[src/hw/rtl/shfd_pkg.sv]
package shfd_pkg;

    localparam int HEADER_BYTES = 27;
    localparam int COUNT_W      = $clog2(HEADER_BYTES + 1);

    // Index of the checksum byte, and bytes left after dropping the sync pair
    localparam logic [COUNT_W-1:0] HDR_LAST_IDX = COUNT_W'(HEADER_BYTES - 1);
    localparam logic [COUNT_W-1:0] RESCAN_START = COUNT_W'(HEADER_BYTES - 2);

    localparam logic [7:0] SYNC_FIRST  = 8'h7E;
    localparam logic [7:0] SYNC_SECOND = 8'hAA;

    localparam logic       KIND_HEADER  = 1'b0;
    localparam logic       KIND_PAYLOAD = 1'b1;

    localparam logic [1:0] END_NONE = 2'd0;
    localparam logic [1:0] END_GOOD = 2'd1;
    localparam logic [1:0] END_BAD  = 2'd2;

    // Controller to datapath
    typedef struct packed {
        logic sync_load;     // start a header with the sync pair
        logic hdr_write;     // store the word at the fill position
        logic hdr_mismatch;  // last header word, tag wrong: drop the sync pair
        logic hdr_match;     // last header word, tag right: emit header
        logic pay_step;      // emit one payload word
        logic rescan_shift;  // drop one held byte during rescan
        logic count_clear;   // rescan ended without a pair
    } shfd_cmd_t;

    // Datapath to controller
    typedef struct packed {
        logic byte_first;
        logic byte_second;
        logic hdr_last;
        logic tag_match;
        logic len_zero;
        logic pay_last;
        logic pair_at_head;
        logic head_first;
        logic count_ge2;
        logic count_one;
    } shfd_status_t;

endpackage

[src/hw/rtl/shfd_ctrl.sv]
module shfd_ctrl
    import shfd_pkg::*;
(
    input  logic         clk,
    input  logic         rst_n,
    input  logic         in_valid,
    output logic         in_stall,
    output logic         out_valid,
    input  logic         out_stall,
    input  shfd_status_t status,
    output shfd_cmd_t    cmd
);

    typedef enum logic [2:0] {
        ST_HUNT,
        ST_SAW_FIRST,
        ST_HEADER,
        ST_PAYLOAD,
        ST_RESCAN
    } state_t;

    state_t state_reg, state_next;
    logic   out_valid_reg, out_valid_next;
    logic   accept;

    assign in_stall  = (state_reg == ST_RESCAN) || (out_valid_reg && out_stall);
    assign accept    = in_valid && !in_stall;
    assign out_valid = out_valid_reg;

    always_comb
    begin
        cmd        = '0;
        state_next = state_reg;
        case (state_reg)
            ST_HUNT:
            begin
                if (accept && status.byte_first)
                begin
                    state_next = ST_SAW_FIRST;
                end
            end
            ST_SAW_FIRST:
            begin
                if (accept)
                begin
                    if (status.byte_second)
                    begin
                        cmd.sync_load = 1'b1;
                        state_next    = ST_HEADER;
                    end
                    else if (!status.byte_first)
                    begin
                        state_next = ST_HUNT;
                    end
                end
            end
            ST_HEADER:
            begin
                if (accept)
                begin
                    if (!status.hdr_last)
                    begin
                        cmd.hdr_write = 1'b1;
                    end
                    else if (status.tag_match)
                    begin
                        cmd.hdr_match = 1'b1;
                        state_next    = status.len_zero ? ST_HUNT : ST_PAYLOAD;
                    end
                    else
                    begin
                        cmd.hdr_mismatch = 1'b1;
                        state_next       = ST_RESCAN;
                    end
                end
            end
            ST_PAYLOAD:
            begin
                if (accept)
                begin
                    cmd.pay_step = 1'b1;
                    if (status.pay_last)
                    begin
                        state_next = ST_HUNT;
                    end
                end
            end
            ST_RESCAN:
            begin
                if (status.count_ge2)
                begin
                    if (status.pair_at_head)
                    begin
                        state_next = ST_HEADER;
                    end
                    else
                    begin
                        cmd.rescan_shift = 1'b1;
                    end
                end
                else
                begin
                    // Keep a trailing first sync byte pending
                    cmd.count_clear = 1'b1;
                    state_next = (status.count_one && status.head_first) ?
                                 ST_SAW_FIRST : ST_HUNT;
                end
            end
            default:
            begin
                state_next = ST_HUNT;
            end
        endcase
    end

    always_comb
    begin
        if (cmd.hdr_match || cmd.pay_step)
        begin
            out_valid_next = 1'b1;
        end
        else if (out_valid_reg && !out_stall)
        begin
            out_valid_next = 1'b0;
        end
        else
        begin
            out_valid_next = out_valid_reg;
        end
    end

    always_ff @(posedge clk or negedge rst_n)
    begin
        if (!rst_n)
        begin
            state_reg     <= ST_HUNT;
            out_valid_reg <= 1'b0;
        end
        else
        begin
            state_reg     <= state_next;
            out_valid_reg <= out_valid_next;
        end
    end

endmodule

[src/hw/rtl/shfd_datapath.sv]
module shfd_datapath
    import shfd_pkg::*;
(
    input  logic         clk,
    input  logic         rst_n,
    input  logic [7:0]   rx_byte,
    input  logic         cfg_write,
    input  logic [15:0]  cfg_data,
    input  shfd_cmd_t    cmd,
    output shfd_status_t status,
    output logic         item_kind,
    output logic [1:0]   frame_end,
    output logic [31:0]  source_node,
    output logic [31:0]  source_socket,
    output logic [7:0]   source_router,
    output logic [7:0]   proto_version,
    output logic [15:0]  sequence_number,
    output logic [15:0]  service_ident,
    output logic [15:0]  command_ident,
    output logic [31:0]  company_ident,
    output logic [15:0]  payload_length,
    output logic [7:0]   payload_byte
);

    logic [7:0]         hdr_reg  [HEADER_BYTES];
    logic [7:0]         hdr_next [HEADER_BYTES];
    logic [COUNT_W-1:0] count_reg, count_next;
    logic [15:0]        remaining_reg, remaining_next;
    logic [7:0]         xor_reg, xor_next;
    logic [15:0]        tag_reg;
    logic [7:0]         hdr_xor;
    logic [7:0]         pay_xor;

    assign hdr_xor = hdr_reg[24] ^ hdr_reg[25];
    assign pay_xor = xor_reg ^ rx_byte;

    assign status.byte_first   = (rx_byte == SYNC_FIRST);
    assign status.byte_second  = (rx_byte == SYNC_SECOND);
    assign status.hdr_last     = (count_reg == HDR_LAST_IDX);
    assign status.tag_match    = ({hdr_reg[11], hdr_reg[12]} == tag_reg);
    assign status.len_zero     = ({hdr_reg[24], hdr_reg[25]} == 16'd0);
    assign status.pay_last     = (remaining_reg == 16'd1);
    assign status.pair_at_head = (hdr_reg[0] == SYNC_FIRST) && (hdr_reg[1] == SYNC_SECOND);
    assign status.head_first   = (hdr_reg[0] == SYNC_FIRST);
    assign status.count_ge2    = (count_reg >= COUNT_W'(2));
    assign status.count_one    = (count_reg == COUNT_W'(1));

    // Header byte store
    always_comb
    begin
        hdr_next = hdr_reg;
        if (cmd.sync_load)
        begin
            hdr_next[0] = SYNC_FIRST;
            hdr_next[1] = SYNC_SECOND;
        end
        if (cmd.hdr_write)
        begin
            for (int k = 0; k < HEADER_BYTES; k++)
            begin
                if (count_reg == COUNT_W'(k))
                begin
                    hdr_next[k] = rx_byte;
                end
            end
        end
        if (cmd.hdr_mismatch)
        begin
            // Drop the sync pair; the incoming word lands behind the rest
            for (int k = 0; k < HEADER_BYTES - 3; k++)
            begin
                hdr_next[k] = hdr_reg[k + 2];
            end
            hdr_next[HEADER_BYTES - 3] = rx_byte;
        end
        if (cmd.hdr_match)
        begin
            hdr_next[HEADER_BYTES - 1] = rx_byte;
        end
        if (cmd.rescan_shift)
        begin
            for (int k = 0; k < HEADER_BYTES - 1; k++)
            begin
                hdr_next[k] = hdr_reg[k + 1];
            end
        end
    end

    always_comb
    begin
        count_next     = count_reg;
        remaining_next = remaining_reg;
        xor_next       = xor_reg;
        if (cmd.sync_load)
        begin
            count_next = COUNT_W'(2);
        end
        if (cmd.hdr_write)
        begin
            count_next = count_reg + COUNT_W'(1);
        end
        if (cmd.hdr_mismatch)
        begin
            count_next = RESCAN_START;
        end
        if (cmd.hdr_match || cmd.count_clear)
        begin
            count_next = '0;
        end
        if (cmd.rescan_shift)
        begin
            count_next = count_reg - COUNT_W'(1);
        end
        if (cmd.hdr_match)
        begin
            remaining_next = {hdr_reg[24], hdr_reg[25]};
            xor_next       = hdr_xor;
        end
        if (cmd.pay_step)
        begin
            remaining_next = remaining_reg - 16'd1;
            xor_next       = pay_xor;
        end
    end

    always_ff @(posedge clk)
    begin
        hdr_reg <= hdr_next;
    end

    always_ff @(posedge clk or negedge rst_n)
    begin
        if (!rst_n)
        begin
            count_reg     <= '0;
            remaining_reg <= '0;
            xor_reg       <= '0;
            tag_reg       <= '0;
        end
        else
        begin
            count_reg     <= count_next;
            remaining_reg <= remaining_next;
            xor_reg       <= xor_next;
            if (cfg_write)
            begin
                tag_reg <= cfg_data;
            end
        end
    end

    // Output word register
    always_ff @(posedge clk)
    begin
        if (cmd.hdr_match)
        begin
            item_kind       <= KIND_HEADER;
            if (status.len_zero)
            begin
                frame_end <= (hdr_xor == rx_byte) ? END_GOOD : END_BAD;
            end
            else
            begin
                frame_end <= END_NONE;
            end
            source_node     <= {hdr_reg[2], hdr_reg[3], hdr_reg[4], hdr_reg[5]};
            source_socket   <= {hdr_reg[6], hdr_reg[7], hdr_reg[8], hdr_reg[9]};
            source_router   <= hdr_reg[10];
            proto_version   <= hdr_reg[13];
            sequence_number <= {hdr_reg[14], hdr_reg[15]};
            service_ident   <= {hdr_reg[16], hdr_reg[17]};
            command_ident   <= {hdr_reg[18], hdr_reg[19]};
            company_ident   <= {hdr_reg[20], hdr_reg[21], hdr_reg[22], hdr_reg[23]};
            payload_length  <= {hdr_reg[24], hdr_reg[25]};
            payload_byte    <= '0;
        end
        else if (cmd.pay_step)
        begin
            item_kind       <= KIND_PAYLOAD;
            if (status.pay_last)
            begin
                frame_end <= (pay_xor == hdr_reg[HEADER_BYTES - 1]) ? END_GOOD : END_BAD;
            end
            else
            begin
                frame_end <= END_NONE;
            end
            source_node     <= '0;
            source_socket   <= '0;
            source_router   <= '0;
            proto_version   <= '0;
            sequence_number <= '0;
            service_ident   <= '0;
            command_ident   <= '0;
            company_ident   <= '0;
            payload_length  <= '0;
            payload_byte    <= rx_byte;
        end
    end

endmodule

[src/hw/rtl/sync_header_frame_deframer_top.sv]
// Channel   Direction  Handshake            Word
// input     in         in_valid / in_stall  rx_byte
// output    out        out_valid/out_stall  item_kind, frame_end, header fields, payload_byte
// config    in         cfg_valid/cfg_ready  cfg_data (expected second tag)
//
// One stream byte per cycle is taken while hunting, filling the header and
// passing payload; each header or payload word is registered and shows in the
// cycle after its input byte. A second-tag mismatch starts a rescan of the
// held header bytes, one byte per cycle, with input stalled.
// Input stalls while a finished word waits under out_stall. Reset clears the
// parser state and sets the expected tag to zero; cfg_ready is always high.
module sync_header_frame_deframer_top
    import shfd_pkg::*;
(
    input  logic        clk,
    input  logic        rst_n,

    input  logic        in_valid,
    output logic        in_stall,
    input  logic [7:0]  rx_byte,

    output logic        out_valid,
    input  logic        out_stall,
    output logic        item_kind,
    output logic [1:0]  frame_end,
    output logic [31:0] source_node,
    output logic [31:0] source_socket,
    output logic [7:0]  source_router,
    output logic [7:0]  proto_version,
    output logic [15:0] sequence_number,
    output logic [15:0] service_ident,
    output logic [15:0] command_ident,
    output logic [31:0] company_ident,
    output logic [15:0] payload_length,
    output logic [7:0]  payload_byte,

    input  logic        cfg_valid,
    output logic        cfg_ready,
    input  logic [15:0] cfg_data
);

    shfd_cmd_t    cmd;
    shfd_status_t status;
    logic         cfg_write;

    // Take a tag write on any cycle
    assign cfg_ready = 1'b1;
    assign cfg_write = cfg_valid && cfg_ready;

    // Sequence sync hunt, header fill, rescan and payload
    shfd_ctrl u_ctrl (
        .clk       (clk),
        .rst_n     (rst_n),
        .in_valid  (in_valid),
        .in_stall  (in_stall),
        .out_valid (out_valid),
        .out_stall (out_stall),
        .status    (status),
        .cmd       (cmd)
    );

    // Hold header bytes, counters, checksum and the output word
    shfd_datapath u_datapath (
        .clk             (clk),
        .rst_n           (rst_n),
        .rx_byte         (rx_byte),
        .cfg_write       (cfg_write),
        .cfg_data        (cfg_data),
        .cmd             (cmd),
        .status          (status),
        .item_kind       (item_kind),
        .frame_end       (frame_end),
        .source_node     (source_node),
        .source_socket   (source_socket),
        .source_router   (source_router),
        .proto_version   (proto_version),
        .sequence_number (sequence_number),
        .service_ident   (service_ident),
        .command_ident   (command_ident),
        .company_ident   (company_ident),
        .payload_length  (payload_length),
        .payload_byte    (payload_byte)
    );

endmodule

[config.mk]
export PLATFORM = sky130hd
export DESIGN_NAME = sync_header_frame_deframer_top
export DESIGN_NICKNAME = d
export VERILOG_FILES = /design/src/hw/rtl/shfd_pkg.sv /design/src/hw/rtl/shfd_ctrl.sv /design/src/hw/rtl/shfd_datapath.sv /design/src/hw/rtl/sync_header_frame_deframer_top.sv
export SDC_FILE = /design/constraint.sdc
export NUM_CORES = 1
export LEC_CHECK = 0
export BUFFER_PORTS_ARGS = -buffer_cell sky130_fd_sc_hd__buf_2
export CAP_MARGIN = 30
export CORE_MARGIN = 3
export CORE_UTILIZATION = 59
export DETAILED_ROUTE_END_ITERATION = 16
export GPL_TIMING_DRIVEN = 1
export PLACE_DENSITY_LB_ADDON = 0.05
export SETUP_SLACK_MARGIN = 0.4
export SLEW_MARGIN = 20
export SYNTH_ARGS = -nofsm -noshare
export SYNTH_HDL_FRONTEND = slang
export SYNTH_HIERARCHICAL = 1
export SYNTH_SLANG_ARGS = --single-unit
[constraint.sdc]
create_clock -name clk -period 5.77 [get_ports clk]
set_input_delay 0.8655 -clock clk [delete_from_list [all_inputs] [get_ports clk]]
set_output_delay 0.8655 -clock clk [all_outputs]
set_load 0.01 [all_outputs]
==> metrics.txt <==
# TYPE chip_impl_metric gauge
chip_impl_info{name="cts.root.buffer_cell",value="clkbuf_16"} 1
chip_impl_info{name="tritoncts",value="yes"} 1
chip_impl_info{name="layout_commonest_cell",value="edfxtp_1"} 1
chip_impl_metric{name="syn2layout_area_growth",unit="%"} 15.9
chip_impl_info{name="critPathTopFamily",value="simple AND/OR/NAND/NOR gates"} 1
chip_impl_metric{name="clk_latency",unit="ns"} 0.54
chip_impl_metric{name="worst_slew_slack_as_a_fraction_of_its_limit",unit=""} 0.378
chip_impl_info{name="timing.critical_path.cells",value="or3_1 > or3_1 > or3b_1 > nor2_4 > buf_4 > nor2_1 > and2_1 > buf_4 > a221o_1"} 1
chip_impl_metric{name="design.die.area",unit="sq um"} 36200
chip_impl_metric{name="dr.first_iter.drc_count",unit=""} 1564
chip_impl_metric{name="cp_num_buf_inv",unit=""} 2
chip_impl_info{name="worst_setup_path_end_kind",value="flop"} 1
chip_impl_metric{name="grt_pass1_vias",unit=""} 12800
chip_impl_metric{name="postRouteAntennaNets",unit=""} 0
chip_impl_metric{name="num_io_pins",unit=""} 219
chip_impl_metric{name="cts-resized-gates",unit=""} 0
chip_impl_metric{name="clock_path_buffers",unit=""} 3
chip_impl_metric{name="portion_of_the_post_synthesis_area_used_by_sequential_elements",unit=""} 0.653
chip_impl_metric{name="clk_pin_slew_worst_paths",unit="ns"} 0.06
chip_impl_metric{name="synth.avg_cell_area",unit="sq um"} 13.7
chip_impl_metric{name="via_count_normalized_by_instance_count",unit=""} 6.29
chip_impl_info{name="critical-path-slowest-cell",value="dfrtp_1"} 1
chip_impl_metric{name="grt_pass1_wl",unit="um"} 75500
chip_impl_metric{name="yosys.area.top_type_share",unit=""} 0.567
chip_impl_metric{name="routed-via-count",unit=""} 13300
chip_impl_metric{name="wire_per_inst",unit="um"} 23.3
chip_impl_metric{name="nFillCells",unit=""} 2324
chip_impl_metric{name="global_route.overflow_total",unit=""} 0
chip_impl_metric{name="finish.instance_area",unit="sq um"} 23200
chip_impl_metric{name="timing_max_transition_violations_final",unit=""} 0
chip_impl_metric{name="seq_area",unit="sq um"} 13100
chip_impl_metric{name="antenna_cells",unit=""} 0
chip_impl_metric{name="cts_buffers",unit=""} 45
chip_impl_info{name="ys.flop_type",value="edfxtp_1"} 1
chip_impl_metric{name="final-setup-viol-count",unit=""} 0
chip_impl_metric{name="hpwlAfterDp",unit="um"} 32200
chip_impl_info{name="synth_top_cell_by_area",value="edfxtp_1"} 1
chip_impl_info{name="timing.critical_path.from_type",value="flop"} 1
chip_impl_metric{name="yosysWarnings",unit=""} 6
chip_impl_metric{name="start_util",unit=""} 0.608
chip_impl_metric{name="timing.final.crit_share",unit=""} 0.688
chip_impl_metric{name="total_power",unit="mW"} 9.54
chip_impl_metric{name="synth_area",unit="sq um"} 20000
chip_impl_metric{name="nNetsFinal",unit=""} 1671
chip_impl_metric{name="post_dp_cell_area",unit="sq um"} 21500
chip_impl_metric{name="largest_reg_flops",unit=""} 216
chip_impl_metric{name="ys_seq_elements",unit=""} 452
chip_impl_info{name="result_of_the_run",value="finished, final reports clean"} 1
chip_impl_info{name="criticalPathCategory",value="reg -> reg"} 1
chip_impl_metric{name="measured_slew_at_the_worst_slew_check_pin",unit="ns"} 0.929
chip_impl_metric{name="power.density_cell_area",unit="nW/um^2"} 411
chip_impl_metric{name="die_width",unit="um"} 190
chip_impl_metric{name="smallest_hold_slack",unit="ns"} 0.451
chip_impl_metric{name="setup_fix_bufs_post_cts",unit=""} 0
chip_impl_metric{name="die_h",unit="um"} 190
chip_impl_metric{name="cp_data_arrival_time",unit="ns"} 4.26
chip_impl_metric{name="number_of_antenna_violations_at_the_first_check_in_global_routing",unit=""} 1
chip_impl_metric{name="cap_viol_max_count",unit=""} 0
chip_impl_metric{name="core_region_area",unit="sq um"} 32900
chip_impl_metric{name="placement.io_buffers",unit=""} 217
chip_impl_info{name="final_cell_mix",value="edfxtp_1, buf_2, and2_1"} 1
chip_impl_info{name="grt_setup_unrepaired",value="no"} 1
chip_impl_metric{name="leakage_power",unit="nW"} 8.64
chip_impl_metric{name="vdd_ir_drop_max",unit="V"} 0.000289
chip_impl_metric{name="cp_slowest_stage_delay",unit="ns"} 0.62
chip_impl_metric{name="critPathMaxFanout",unit=""} 70
chip_impl_info{name="worstHoldPathType",value="in -> async"} 1
chip_impl_metric{name="cts-hold-fix-buffers",unit=""} 0
chip_impl_metric{name="grt_max_degree",unit=""} 149
chip_impl_metric{name="gp_congestion",unit=""} 0.868
chip_impl_metric{name="clock_sink_count",unit=""} 452
chip_impl_metric{name="drc_errors",unit=""} 0
chip_impl_metric{name="async_reset_ff_frac",unit=""} 0.108
chip_impl_metric{name="detail_route.wirelength",unit="um"} 49200
chip_impl_metric{name="drt_pre_antenna_iters",unit=""} 5
chip_impl_metric{name="syn-num-nets",unit=""} 1497
chip_impl_info{name="synth_top_cells_by_area",value="edfxtp_1, a221o_1, dfrtp_1"} 1
chip_impl_metric{name="netlist-cell-type-count",unit=""} 76
chip_impl_metric{name="fin_tns_setup",unit="ns"} 0
chip_impl_metric{name="final_layout_size_suffix_gt1_frac",unit=""} 0.224
chip_impl_metric{name="core.rowCount",unit=""} 66
chip_impl_metric{name="clock.fmax",unit="GHz"} 0.252
chip_impl_metric{name="cp_data_required_time",unit="ns"} 6.06
chip_impl_metric{name="count_of_flip_flops_with_a_built_in_enable_after_synthesis",unit=""} 378
chip_impl_metric{name="synthesis.instances",unit=""} 1460
chip_impl_metric{name="h-tree-depth",unit=""} 2
chip_impl_metric{name="final.setup_skew",unit="ns"} 0.0117
chip_impl_metric{name="hold_violations",unit=""} 0
chip_impl_metric{name="track_usage",unit=""} 0.268
chip_impl_metric{name="multi_input_area",unit="sq um"} 6380
chip_impl_metric{name="postLayoutCoreUtil",unit=""} 0.704
chip_impl_metric{name="period_minus_slack",unit="ns"} 3.97
[layer usage]
| metal | vias to the layer above | global-route usage | wire length [um] |
|---|---|---|---|
| li1 | 5986 | - | - |
| met1 | 6594 | 0.394 | 21000 |
| met2 | 619 | 0.416 | 22900 |
| met3 | 85 | 0.0534 | 4140 |
| met4 | 2 | 0.0723 | 1190 |
| met5 | - | 0 | 11 |
[per-stage QoR]
| step | worst slack (ns) | std cells |
|---|---|---|
| floorplan | 1.21 | 1460 |
| global placement | 1.86 | 2022 |
| detailed placement | 1.67 | 2024 |
| CTS | 1.87 | 2108 |
| global route | 1.60 | 2113 |
| finish | 1.80 | 2113 |
[cell usage after synthesis (all sizes together), types with 3 or more instances]
master / n
mux2: 18
xnor2: 34
a221o: 176
o21ai: 47
nor4: 11
a211o: 11
mux2i: 11
buf: 40
dfrtp: 49
ha: 8
nor2b: 18
inv: 16
edfxtp: 378
a211oi: 12
nand2b: 5
nand3b: 3
clkbuf: 90
o41ai: 3
and3: 7
nand2: 96
a21oi: 24
a31oi: 4
or3b: 3
xnor3: 12
or2: 5
dfxtp: 25
xor2: 13
o31ai: 12
a311oi: 6
nand3: 9
nor2: 49
nor3: 24
a2bb2oi: 11
and2: 182
o31a: 4
nand4: 12
or3: 6
[cell type report]
| cell class | count | area share |
|---|---|---|
| inverter | 16 | 0.00259 |
| timing repair buffer | 257 | 0.0643 |
| sequential | 452 | 0.564 |
| multi-input combinational | 862 | 0.275 |
| tap | 442 | 0.0238 |
| clock inverter | 27 | 0.0157 |
| clock buffer | 57 | 0.0550 |
[cell families after synthesis]
logic type,after synthesis,share of synthesized area
adder cells (fa/ha/maj),8,0.00500
buffers and inverters,146,0.0298
AND/OR/NAND/NOR,439,0.121
multiplexers,29,0.0158
XOR/XNOR,59,0.0341
AO/OA/AOI/OAI,326,0.141
other,1,0.000187
flip-flops,452,0.653
[worst register-to-register path, cell delays in order, from the launching register on]
cell and delay [ns]:
dfrtp_1 0.62, or3_1 0.40, or3_1 0.20, or3b_1 0.42, nor2_4 0.19, buf_4 0.61, nor2_1 0.24, and2_1 0.43
buf_4 0.31, a221o_1 0.29
[worst paths after layout]
| check | startpoint | endpoint | slack [ns] | cells after the start |
|---|---|---|---|---|
| worst max-delay path | u_datapath/count_reg[3] | u_datapath/hdr_reg[162] | 1.80 | 9 |
| max in group asynchronous | rst_n | u_datapath/tag_reg[12] | 4.82 | 2 |
| worst min register to register | u_datapath/item_kind | u_datapath/item_kind | 0.46 | 2 |
| worst min-delay path | rst_n | u_datapath/remaining_reg[11] | 0.45 | 2 |
| min in group clk | u_datapath/item_kind | u_datapath/item_kind | 0.46 | 2 |
| worst max register to register | u_datapath/count_reg[3] | u_datapath/hdr_reg[162] | 1.80 | 9 |
[where the power goes]
group	internal [mW]	switching, mW	total (mW)
Clock	1.94	1.23	3.17
Sequential	4.17	0.385	4.56
Combinational	0.789	1.02	1.81
Total	6.90	2.64	9.54
Power figures use the tool's default switching activity.
